## src/rtl/fpw_pkg.sv

```systemverilog
// Shared types, codes and index helper for the four-level page walk unit.
package fpw_pkg;

	localparam int FIELD_ADDR_BITS = 52;
	localparam int VIRT_BITS       = 48;
	localparam int ENTRY_BITS      = 64;
	localparam int PHYS_ADDR_BITS  = 52;
	localparam int QUEUE_DEPTH     = 2;
	localparam int PAGE_OFS_BITS   = 12;

	localparam logic [1:0] LEVEL_TOP  = 2'd0;
	localparam logic [1:0] LEVEL_LEAF = 2'd3;

	localparam int BIT_PRESENT = 0;
	localparam int BIT_USER    = 2;

	typedef enum logic [0:0] {
		ITEM_TRANSLATE = 1'b0,
		ITEM_RESPONSE  = 1'b1
	} item_kind_t;

	typedef enum logic [0:0] {
		KIND_READ   = 1'b0,
		KIND_RESULT = 1'b1
	} result_kind_t;

	typedef enum logic [1:0] {
		ST_OK          = 2'd0,
		ST_NOT_PRESENT = 2'd1,
		ST_NOT_USER    = 2'd2
	} walk_status_t;

	typedef struct packed {
		logic                       mode;
		logic [VIRT_BITS-1:0]       vaddr;
		logic [FIELD_ADDR_BITS-1:0] root_table;
		logic [ENTRY_BITS-1:0]      read_data;
	} in_item_t;

	typedef struct packed {
		logic                       kind;
		logic [FIELD_ADDR_BITS-1:0] read_addr;
		logic [FIELD_ADDR_BITS-1:0] paddr;
		logic [1:0]                 status;
	} out_item_t;

	// One classified item as it sits in the queue between front and back.
	typedef struct packed {
		item_kind_t                 kind;
		logic [VIRT_BITS-1:0]       virt;
		logic [FIELD_ADDR_BITS-1:0] top_addr;
		logic [ENTRY_BITS-1:0]      entry;
	} queue_item_t;

	typedef struct packed {
		logic full;
		logic empty;
	} queue_stat_t;

	typedef struct packed {
		logic       busy;
		logic [1:0] level;
	} walk_stat_t;

	// Nine index bits of the virtual address for a table level.
	function automatic logic [8:0] entry_index(input logic [VIRT_BITS-1:0] va,
	                                           input logic [1:0] lvl);
		logic [8:0] idx;
		case (lvl)
			2'd0:    idx = va[47:39];
			2'd1:    idx = va[38:30];
			2'd2:    idx = va[29:21];
			2'd3:    idx = va[20:12];
			default: idx = va[47:39];
		endcase
		return idx;
	endfunction

endpackage

```

## src/rtl/four_level_page_walk_unit.sv

```systemverilog
// Top level of the four-level page walk unit: front end, queue and walk engine.
//
// Channel  Dir  Handshake                    Payload
// item     in   item_valid / item_stall      in_item_t: mode, vaddr, root_table, read_data
// result   out  result_valid / result_stall  out_item_t: kind, read_addr, paddr, status
//
// The walk engine takes one request per cycle while the result is not stalled.
// An accepted request goes into a queue slot; its output, if it emits one, is loaded into the
// result register when it leaves the queue and the output is free. Reset clears the queue
// pointers, the walk state and the result valid flag; payload registers are not reset.
// A stalled result holds the walk engine; requests keep entering until the queue is full,
// and item_stall is simply the queue full flag.
module four_level_page_walk_unit import fpw_pkg::*; #(
	parameter int PA_BITS = PHYS_ADDR_BITS,
	parameter int QDEPTH  = QUEUE_DEPTH
) (
	input  logic      clk,
	input  logic      arst_n,
	input  logic      item_valid,
	output logic      item_stall,
	input  in_item_t  item,
	output logic      result_valid,
	input  logic      result_stall,
	output out_item_t result
);

	queue_item_t front_item;
	queue_item_t head_item;
	queue_stat_t q_stat;
	walk_stat_t  w_stat;
	logic        q_pop;

	// The front end is pure logic: it tags each request as a translate or a memory
	// response and precomputes the top-level entry address, which needs no walk state.
	fpw_front #(
		.PA_BITS(PA_BITS)
	) u_front (
		.item (item),
		.qitem(front_item)
	);

	// Requests are accepted whenever the queue has room, independent of the result side.
	assign item_stall = q_stat.full;

	fpw_queue #(
		.DEPTH(QDEPTH)
	) u_queue (
		.clk    (clk),
		.arst_n (arst_n),
		.push   (item_valid),
		.wr_item(front_item),
		.pop    (q_pop),
		.rd_item(head_item),
		.stat   (q_stat)
	);

	// The walk engine drops requests that arrive while a walk is busy and responses that
	// arrive while idle; both still leave the queue in order.
	fpw_back #(
		.PA_BITS(PA_BITS)
	) u_back (
		.clk         (clk),
		.arst_n      (arst_n),
		.qitem       (head_item),
		.q_empty     (q_stat.empty),
		.pop         (q_pop),
		.result_valid(result_valid),
		.result_stall(result_stall),
		.result      (result),
		.stat        (w_stat)
	);

`ifndef SYNTHESIS
	a_idle_level: assert property (@(posedge clk) disable iff (!arst_n)
		!w_stat.busy |-> (w_stat.level == LEVEL_TOP))
		else $error("walk level not reset while idle");

	a_queue_flags: assert property (@(posedge clk) disable iff (!arst_n)
		!(q_stat.full && q_stat.empty))
		else $error("queue reports full and empty at once");

	a_read_fields: assert property (@(posedge clk) disable iff (!arst_n)
		(result_valid && (result.kind == KIND_READ)) |->
		((result.paddr == '0) && (result.status == ST_OK)))
		else $error("memory read carries result fields");

	a_status_code: assert property (@(posedge clk) disable iff (!arst_n)
		result_valid |-> ((result.status == ST_OK) || (result.status == ST_NOT_PRESENT) ||
		                  (result.status == ST_NOT_USER)))
		else $error("undefined walk status");
`endif

endmodule

```

## src/rtl/fpw_front.sv

```systemverilog
// Front end: classifies incoming requests and forms the top-level entry address.
module fpw_front import fpw_pkg::*; #(
	parameter int PA_BITS = PHYS_ADDR_BITS
) (
	input  in_item_t    item,
	output queue_item_t qitem
);

	logic [PA_BITS-1:0] root_pa;
	logic [PA_BITS-1:0] top_pa;

	// The root is taken modulo the physical address space and the sum wraps there too.
	assign root_pa = item.root_table[PA_BITS-1:0];
	assign top_pa  = root_pa + PA_BITS'({entry_index(item.vaddr, LEVEL_TOP), 3'b000});

	assign qitem.kind     = item.mode ? ITEM_RESPONSE : ITEM_TRANSLATE;
	assign qitem.virt     = item.vaddr;
	assign qitem.top_addr = FIELD_ADDR_BITS'(top_pa);
	assign qitem.entry    = item.read_data;

endmodule

```

## src/rtl/fpw_queue.sv

```systemverilog
// Small register queue that decouples the front end from the walk engine.
module fpw_queue import fpw_pkg::*; #(
	parameter int DEPTH = QUEUE_DEPTH
) (
	input  logic        clk,
	input  logic        arst_n,
	input  logic        push,
	input  queue_item_t wr_item,
	input  logic        pop,
	output queue_item_t rd_item,
	output queue_stat_t stat
);

	localparam int PTR_W = (DEPTH > 1) ? $clog2(DEPTH) : 1;
	localparam int CNT_W = $clog2(DEPTH + 1);

	queue_item_t            slots_q [DEPTH];
	logic [PTR_W-1:0]       wr_ptr_q;
	logic [PTR_W-1:0]       rd_ptr_q;
	logic [CNT_W-1:0]       count_q;
	logic                   do_push;
	logic                   do_pop;

	assign stat.full  = (count_q == CNT_W'(DEPTH));
	assign stat.empty = (count_q == '0);
	assign do_push    = push && !stat.full;
	assign do_pop     = pop && !stat.empty;
	assign rd_item    = slots_q[rd_ptr_q];

	always_ff @(posedge clk or negedge arst_n) begin
		if (!arst_n) begin
			wr_ptr_q <= '0;
			rd_ptr_q <= '0;
			count_q  <= '0;
		end else begin
			if (do_push) begin
				wr_ptr_q <= (wr_ptr_q == PTR_W'(DEPTH - 1)) ? '0 : wr_ptr_q + 1'b1;
			end
			if (do_pop) begin
				rd_ptr_q <= (rd_ptr_q == PTR_W'(DEPTH - 1)) ? '0 : rd_ptr_q + 1'b1;
			end
			if (do_push && !do_pop) begin
				count_q <= count_q + 1'b1;
			end else if (do_pop && !do_push) begin
				count_q <= count_q - 1'b1;
			end
		end
	end

	always_ff @(posedge clk) begin
		if (do_push) begin
			slots_q[wr_ptr_q] <= wr_item;
		end
	end

endmodule

```

## src/rtl/fpw_back.sv

```systemverilog
// Walk engine: holds the walk state, checks entries and registers each result.
module fpw_back import fpw_pkg::*; #(
	parameter int PA_BITS = PHYS_ADDR_BITS
) (
	input  logic        clk,
	input  logic        arst_n,
	input  queue_item_t qitem,
	input  logic        q_empty,
	output logic        pop,
	output logic        result_valid,
	input  logic        result_stall,
	output out_item_t   result,
	output walk_stat_t  stat
);

	logic                             busy_q;
	logic [1:0]                       level_q;
	logic [VIRT_BITS-1:0]             virt_q;
	logic                             out_valid_q;
	out_item_t                        out_q;

	logic                             emit;
	logic                             busy_d;
	logic [1:0]                       level_d;
	logic                             load_virt;
	out_item_t                        res;
	logic [1:0]                       level_next;
	logic [PA_BITS-PAGE_OFS_BITS-1:0] frame;

	assign pop          = !q_empty && (!out_valid_q || !result_stall);
	assign level_next   = level_q + 2'd1;
	assign frame        = qitem.entry[PA_BITS-1:PAGE_OFS_BITS];
	assign result_valid = out_valid_q;
	assign result       = out_q;
	assign stat.busy    = busy_q;
	assign stat.level   = level_q;

	always_comb begin
		emit          = 1'b0;
		busy_d        = busy_q;
		level_d       = level_q;
		load_virt     = 1'b0;
		res.kind      = KIND_READ;
		res.read_addr = '0;
		res.paddr     = '0;
		res.status    = ST_OK;
		case (qitem.kind)
			ITEM_TRANSLATE: begin
				if (!busy_q) begin
					emit          = 1'b1;
					busy_d        = 1'b1;
					level_d       = LEVEL_TOP;
					load_virt     = 1'b1;
					res.read_addr = qitem.top_addr;
				end
			end
			ITEM_RESPONSE: begin
				if (busy_q) begin
					emit = 1'b1;
					if (!qitem.entry[BIT_PRESENT]) begin
						busy_d     = 1'b0;
						level_d    = LEVEL_TOP;
						res.kind   = KIND_RESULT;
						res.status = ST_NOT_PRESENT;
					end else if (level_q != LEVEL_LEAF) begin
						level_d       = level_next;
						res.read_addr = FIELD_ADDR_BITS'(
							{frame, entry_index(virt_q, level_next), 3'b000});
					end else begin
						busy_d   = 1'b0;
						level_d  = LEVEL_TOP;
						res.kind = KIND_RESULT;
						if (!qitem.entry[BIT_USER]) begin
							res.status = ST_NOT_USER;
						end else begin
							res.paddr = FIELD_ADDR_BITS'(
								{frame, virt_q[PAGE_OFS_BITS-1:0]});
						end
					end
				end
			end
			default: begin
				emit = 1'b0;
			end
		endcase
	end

	always_ff @(posedge clk or negedge arst_n) begin
		if (!arst_n) begin
			busy_q      <= 1'b0;
			level_q     <= LEVEL_TOP;
			out_valid_q <= 1'b0;
		end else begin
			if (pop) begin
				busy_q  <= busy_d;
				level_q <= level_d;
			end
			if (pop && emit) begin
				out_valid_q <= 1'b1;
			end else if (!result_stall) begin
				out_valid_q <= 1'b0;
			end
		end
	end

	always_ff @(posedge clk) begin
		if (pop && load_virt) begin
			virt_q <= qitem.virt;
		end
		if (pop && emit) begin
			out_q <= res;
		end
	end

endmodule
```

## config.mk

```make
export PLATFORM = sky130hd
export DESIGN_NAME = four_level_page_walk_unit
export DESIGN_NICKNAME = d
export VERILOG_FILES = /design/src/rtl/fpw_pkg.sv /design/src/rtl/four_level_page_walk_unit.sv /design/src/rtl/fpw_front.sv /design/src/rtl/fpw_queue.sv /design/src/rtl/fpw_back.sv
export SDC_FILE = /design/constraint.sdc
export NUM_CORES = 1
export LEC_CHECK = 0
export ABC_CLOCK_PERIOD_IN_PS = 9500
export BUFFER_PORTS_ARGS = -buffer_cell sky130_fd_sc_hd__buf_2
export CAP_MARGIN = 20
export CELL_PAD_IN_SITES_DETAIL_PLACEMENT = 2
export CELL_PAD_IN_SITES_GLOBAL_PLACEMENT = 2
export CORE_ASPECT_RATIO = 2
export CORE_MARGIN = 5
export CORE_UTILIZATION = 40
export DETAILED_ROUTE_END_ITERATION = 7
export PLACE_DENSITY = 0.82
export SLEW_MARGIN = 40
export SYNTH_ARGS = -nofsm -noshare
export SYNTH_HDL_FRONTEND = slang
export SYNTH_SLANG_ARGS = --single-unit
```

## constraint.sdc

```tcl
create_clock -name clk -period 9.5 [get_ports clk]
set_clock_uncertainty 0.15 [all_clocks]
set_input_delay 1.425 -clock clk [delete_from_list [all_inputs] [get_ports clk]]
set_output_delay 1.425 -clock clk [all_outputs]
set_load 0.05 [all_outputs]
```

==> metrics.md, run 1 <==
| Metric | Value |
|---|---|
| Final Hold Viols | 0 |
| Maximum clock insertion buffer count | 3 |
| Crit path time final | between 3 and 4 ns |
| Multi-input gate area | between 0.003 and 0.004 mm² |
| # resized after CTS | 0 |
| Reg clk slew, reported paths | ~0.06 ns |
| DIE HEIGHT | slightly below 300 µm |
| Fraction of layout cells with a size suffix above 1 | 0.316 |
| CP Capture Type | register |
| Commonest cells in the netlist | 414 x edfxtp_1, 92 x mux2i_1, 56 x nor2_1, 50 x o22ai_1, 40 x mux2_2 |
| Avg WL per Cell | ~25 µm |
| Cell area after synthesis | between 0.015 and 0.02 mm² |
| CORE AREA | 0.0407 mm² |
| DIE AREA | around 0.045 mm² |
| Number of global-route vias before repair | around 11000 |
| Setup Crit Path Kind | register to register |
| First-pass DRT Iterations | 5 |
| FMAX | around 260 MHz |
| DR iter-0 viols | 512 |
| Peak supply drop | between 0.0002 and 0.0003 V |
| Max stage delay on crit path | just over 0.7 ns |
| # H-tree levels | 2 |
| CTS root buffer | clkbuf_16 |
| Critical Path Fanout Max | between 70 and 80 |
| Later-pin clock latency in the skew report | 0.54 ns |
| Vias per cell | ~5.3 |
| Critical path data arrival time | roughly 3.8 ns |
| Port Buffer Count | 255 |
| CP required | roughly 9.5 ns |
| Post-Syn Nets | 1117 |
| Starting Density | 0.402 |
| GPL Wtd Cong | between 0.7 and 0.8 |
| CTS tree | built |
| Syn Area/Cell | roughly 18 µm² |
| Synth top area share | 0.760 |
| Unrepaired setup endpoints after global routing | false |
| Post-route total power | slightly above 7 mW |
| Status | finished, final reports clean |
| Post-synth cell types | 49 |
| Row cnt | roughly 110 |
| Critical path cell sequence | o21ai_0 -> inv_1 -> ha_1 -> or2_2 -> inv_4 -> buf_6 |
| Gr ovfl total | 0 |
| Setup TNS | 0 ns |
| Seq cells post-synth | between 400 and 500 |
| Placed Area | roughly 0.018 mm² |
| Largest net degree at the start of global routing | 76 |
| I/O Pins | between 200 and 300 |
| Seq. cell area | roughly 0.013 mm² |
| Leakage | approximately 7.4 nW |
| Post-Synthesis Cells | approximately 930 |
| Vias | between 9000 and 10000 |
| Fin area | approximately 0.020 mm² |
| Total setup buffers inserted after CTS | 0 |
| Async set or reset register ratio after synthesis | 0.0190 |
| Layout area overhead | 20.8% |
| Cell taking the most area after synthesis | edfxtp_1 |
| Endpoints failing setup | 0 |
| Most frequent cell after synthesis | edfxtp_1 |
| Detailed placer's ending HPWL | a little over 30 mm |
| Worst Tran Pin Value | approximately 0.81 ns |
| Chip width | around 150 µm |
| EDFF count, synth | roughly 410 |
| Relative slew slack | 0.461 |
| Sequential share of the synthesized area | 0.772 |
| First-pass GRT wire length | between 60 and 70 mm |
| Top area cells in the synthesized netlist | edfxtp_1 76%, mux2i_1 5.6%, mux2_2 2.8%, o22ai_1 1.9%, xnor2_1 1.9% |
| CTS buffer count | 40 |
| Power per cell area | around 360 mW/mm² |
| # nets final | 1390 |
| Crit-path slowest cell | dfrtp_4 |
| Startpoint Class | register |
| Finished Core Util | 0.486 |
| Num Clock Sinks | 422 |
| Fin. max-slew vios | 0 |
| Syn. warnings | 0 |
| Initial antenna violation count | 4 |
| # hold bufs at CTS | 0 |
| All-Layer GR Usage | 0.191 |
| Drt total wl | ~44 mm |
| ANT nets after route | 0 |
| Hold crit path type | register to register |
| DRC | 0 |
| Max-Cap Viols | 0 |
| Tcrit/Tclk final | 0.401 |
| Fill cells | ~3800 |
| Synth Flop Type | edfxtp_1 |
-- sequential cells by signal, summed over array words and instances, names as in the netlist --
| signal | flops |
|---|---|
| u_back.result | 107 |
| u_back.result_valid | 1 |
| u_queue.rd_ptr_q | 1 |
| u_back.level_q | 2 |
| u_queue.wr_ptr_q | 1 |
| u_queue.slots_q | 268 |
| u_queue.count_q | 2 |
| u_back.busy_q | 1 |
| u_back.virt_q | 39 |
-- placed cells by master, fill, tap and decap left out, types with 5 or more instances in the layout --
master       n
a222oi_1     9
xnor2_1     35
nand3_1     20
nor2_1      54
a21oi_1      8
ha_1        16
nand2_1     25
o21ai_0      5
bufinv_16    7
inv_1       16
clkinv_1     5
o22ai_1     50
xor2_1      17
clkbuf_1     6
edfxtp_1   414
mux2i_1     92
nand4_1     13
buf_2      256
mux2_2      40
dfrtp_1      7
buf_6        5
and3_1       8
clkinv_2     7
clkbuf_16   41
nor3_1       6
and2_1      12
-- critical path: cells and delay by family (launching register included) --
family,cells,cell delay [ns]
flip-flops,1,0.72
AO/OA/AOI/OAI,1,0.54
buffers and inverters,3,1.20
adder cells (fa/ha/maj),1,0.30
AND/OR/NAND/NOR,1,0.35
-- power breakdown --
part	internal (mW)	total (mW)	switching, mW
registers	2.85	3.07	0.221
clock network	0.990	1.69	0.699
logic	0.585	2.44	1.86
-- through the flow --
step / hold WS, ns / cells / setup WS (ns)
6_report: 0.362 / 1772 / 5.69
5_1_grt: 0.394 / 1770 / 5.48
4_1_cts: 0.365 / 1770 / 5.64
3_5_place_dp: 0.353 / 1697 / 5.48
3_3_place_gp: 0.336 / 1692 / 5.45
2_1_floorplan: 0.311 / 931 / 1.64
-- area by class of cell --
cell class	instances	area share
Sequential cell	422	0.639
Inverter	17	0.00335
Tap cell	535	0.0338
Multi-Input combinational cell	455	0.180
Clock buffer	47	0.0530
Antenna cell	2	0.000253
Clock inverter	26	0.0167
Timing Repair Buffer	268	0.0736
-- cell families (layout without fill, tap and decap cells) --
kind of cell	Yosys count	in the layout	synth area share
xor+xnor	52	52	0.0278
mux	132	132	0.0838
simple gates	166	166	0.0535
buf+inv	54	358	0.0128
flops	422	422	0.772
fa+ha+maj	17	17	0.0135
compound gates	88	88	0.0368
other cells	0	2	0
-- path summary, 6_finish.rpt --
| kind | start | end | slack (ns) | cells after the start |
|---|---|---|---|---|
| max | u_queue.rd_ptr_q$_DFFE_PN0P_ | u_back.result[27]$_SDFFCE_PP0P_ | 5.69 | 6 |
| min | u_queue.count_q[1]$_DFFE_PN0P_ | u_queue.count_q[1]$_DFFE_PN0P_ | 0.36 | 1 |
| max reg2reg | u_queue.rd_ptr_q$_DFFE_PN0P_ | u_back.result[27]$_SDFFCE_PP0P_ | 5.69 | 6 |
| min reg2reg | u_queue.count_q[1]$_DFFE_PN0P_ | u_queue.count_q[1]$_DFFE_PN0P_ | 0.36 | 1 |
| max in group asynchronous | arst_n | u_queue.rd_ptr_q$_DFFE_PN0P_ | 8.43 | 1 |
| min in group asynchronous | arst_n | u_back.level_q[1]$_DFFE_PN0P_ | 0.57 | 1 |
-- per-layer routing --
layer | GRT usage | part of all wire
met5 | 0 | 0.0010
met3 | 0.0342 | 0.054
met4 | 0.0529 | 0.024
met1 | 0.227 | 0.39
met2 | 0.354 | 0.54
Note: power is estimated with default switching activity, not from simulation.
==> run 2, diff against run 1 <==
- ABC_CLOCK_PERIOD_IN_PS: 9500 -> 3400
- CORE_UTILIZATION: 40 -> 37
- PLACE_DENSITY: 0.82 -> 0.8
- clock period: 9.5 -> 3.4 ns (I/O delays scaled with it)
==> run 2 against run 1 <==
Compared with the run above:
- global-route usage up 0.089 points
- clock power grew to 2.5 times the previous value
- hold slack got worse by 0.34 ns
- utilization decreased by 2.1 points
- highest routed layer unchanged
==> metrics.md, run 2 (synthesis gave the netlist of run 1 again) <==
| Metric | Value |
|---|---|
| CP required | 3.57 ns (was 9.51 ns) |
| Status | finished, final reports clean (unchanged) |
| CTS buffer count | 40 (unchanged) |
| Layout area overhead | 25.1% (was 20.8%) |
| Starting Density | 0.372 (was 0.402) |
| DIE AREA | 0.0488 mm² (was 0.0453 mm²) |
| GPL Wtd Cong | 0.778 (was 0.780) |
| Crit path time final | 2.57 ns (was 3.81 ns) |
| Detailed placer's ending HPWL | 33.2 mm (was 30.6 mm) |
| CTS root buffer | clkbuf_16 (unchanged) |
| Leakage | 7.66 nW (was 7.39 nW) |
| Critical path data arrival time | 2.75 ns (was 3.82 ns) |
| CP Capture Type | register (unchanged) |
| Setup Crit Path Kind | register to register (unchanged) |
| Initial antenna violation count | 14 (was 4) |
| Tcrit/Tclk final | 0.756 (was 0.401) |
| Vias per cell | 5.07 (was 5.29) |
| Endpoints failing setup | 0 (unchanged) |
| Reg clk slew, reported paths | 0.07 ns (was 0.06 ns) |
| Later-pin clock latency in the skew report | 0.55 ns (was 0.54 ns) |
| # nets final | 1468 (was 1390) |
| DRC | 0 (unchanged) |
| Port Buffer Count | 255 (unchanged) |
| Maximum clock insertion buffer count | 3 (unchanged) |
| Vias | 9527 (was 9372) |
| Drt total wl | 47.8 mm (was 44.2 mm) |
| Startpoint Class | register (unchanged) |
| Max reg flops | 268 (unchanged) |
| CORE AREA | 0.0441 mm² (was 0.0407 mm²) |
| Fin. max-slew vios | 0 (unchanged) |
| Num Clock Sinks | 422 (unchanged) |
| Peak supply drop | 0.000562 V (was 0.000250 V) |
| Most frequent cells in the layout | 414 x edfxtp_1, 255 x buf_2, 92 x mux2i_1 (was 414 x edfxtp_1, 256 x buf_2, 92 x mux2i_1) |
| I/O Pins | 278 (unchanged) |
| # resized after CTS | 0 (unchanged) |
| Most common cell after layout, fill and taps aside | edfxtp_1 (unchanged) |
| First-pass DRT Iterations | 5 (unchanged) |
| Critical R2R Launch | u_queue.rd_ptr_q$_DFFE_PN0P_ (unchanged) |
| First-pass GRT wire length | 71.1 mm (was 66.3 mm) |
| Avg WL per Cell | 25.5 µm (was 24.9 µm) |
| Worst reg-to-reg setup slack | 0.83 ns (was 5.69 ns) |
| Biggest register | u_queue.slots_q (unchanged) |
| Critical Path Fanout Max | 49 (was 75) |
| Row cnt | 109 (was 105) |
| DIE HEIGHT | 307 µm (was 296 µm) |
| Crit path from | u_queue.rd_ptr_q$_DFFE_PN0P_ (unchanged) |
| Final Hold Viols | 0 (unchanged) |
| Gr ovfl total | 0 (unchanged) |
| DR iter-0 viols | 429 (was 512) |
| ANT nets after route | 0 (unchanged) |
| Power per cell area | 978 mW/mm² (was 364 mW/mm²) |
| Number of global-route vias before repair | 11041 (was 10760) |
| All-Layer GR Usage | 0.192 (was 0.191) |
| R2R depth | 6 (unchanged) |
| Hold crit path type | primary input to register (was register to register) |
| FMAX | 389 MHz (was 263 MHz) |
| CTS tree | built (unchanged) |
| Chip width | 159 µm (was 153 µm) |
| Largest net degree at the start of global routing | 96 (was 76) |
| Worst Tran Pin Value | 0.968 ns (was 0.808 ns) |
| Max-Cap Viols | 0 (unchanged) |
| Fraction of layout cells with a size suffix above 1 | 0.301 (was 0.316) |
| Relative slew slack | 0.354 (was 0.461) |
| Unrepaired setup endpoints after global routing | false (unchanged) |
| # H-tree levels | 2 (unchanged) |
| FF-to-FF End | u_back.result[66]$_DFFE_PP_ (was u_back.result[27]$_SDFFCE_PP0P_) |
| Finished Core Util | 0.465 (was 0.486) |
| Crit path to | u_back.result[66]$_DFFE_PP_ (was u_back.result[27]$_SDFFCE_PP0P_) |
| Setup TNS | 0 ns (unchanged) |
## run 2: stage by stage
| step | setup slack [ns] | cells | power, mW | hold WS [ns] | cell area [µm²] |
|---|---|---|---|---|---|
| final | 0.828 | 1879 | 20.0 | 0.0237 | 20500 |
| after global routing | 0.715 | 1874 | 20.9 | 0.00211 | 20500 |
| after CTS | 0.638 | 1864 | 20.2 | 0.000512 | 20400 |
| after detailed placement | 0.359 | 1726 | 15.8 | 0.232 | 18500 |
| after global placement | 0.439 | 1726 | 15.4 | 0.227 | 18500 |
| after floorplan | 0.0417 | 931 | 13.4 | 0.0644 | 16400 |
## run 2: worst min path at each step
| stage | start | endpoint | slack (ns) | cells past startpoint |
|---|---|---|---|---|
| final | item[18] | u_queue.slots_q[1][18]$_DFFE_PP_ | 0.02 | 1 |
| after global routing | item[18] | u_queue.slots_q[1][18]$_DFFE_PP_ | 0.002 | 1 |
| after CTS | item[30] | u_queue.slots_q[0][30]$_DFFE_PP_ | 0.0005 | 1 |
| after detailed placement | arst_n | u_queue.wr_ptr_q$_DFFE_PN0P_ | 0.23 | 1 |
| after global placement | arst_n | u_back.result_valid$_DFFE_PN0P_ | 0.23 | 1 |
| after floorplan | arst_n | u_back.busy_q$_DFFE_PN0P_ | 0.06 | 0 |
## run 2: final cells by class
cell class | count | area [µm²]
Clock buffer | 45 | 1020
Clock inverter | 25 | 210
Timing Repair Buffer | 346 | 2270
Antenna cell | 14 | 35.0
Fill cell | 4091 | 23600
Sequential cell | 422 | 12600
Multi-Input combinational cell | 455 | 3550
Inverter | 17 | 67.6
Tap cell | 555 | 694
## run 2: power by group
group	leakage (nW)	total [mW]	internal, mW	switching [mW]
combinational	3.06	7.23	1.83	5.40
sequential	3.99	8.50	7.94	0.559
clock	0.612	4.30	2.34	1.96
total	7.66	20.0	12.1	7.92
## run 2: timing repair
action,in CTS,in global routing
hold endpoints to repair,137,2
buffers inserted,0,0
hold buffers,68,1
## run 2: routing by layer
layer | wire (µm) | global-route usage
met5 | 45 | 0
met4 | 1520 | 0.0713
met3 | 2360 | 0.0411
met2 | 28000 | 0.384
met1 | 15900 | 0.189
## run 2: critical path, cell delays in order (launching register included)
cell      delay [ns]
dfrtp_4         0.52
nand2b_1        0.22
o21ai_1         0.31
nand2_1         0.11
or2_2           0.28
buf_4           0.33
o22ai_1         0.39
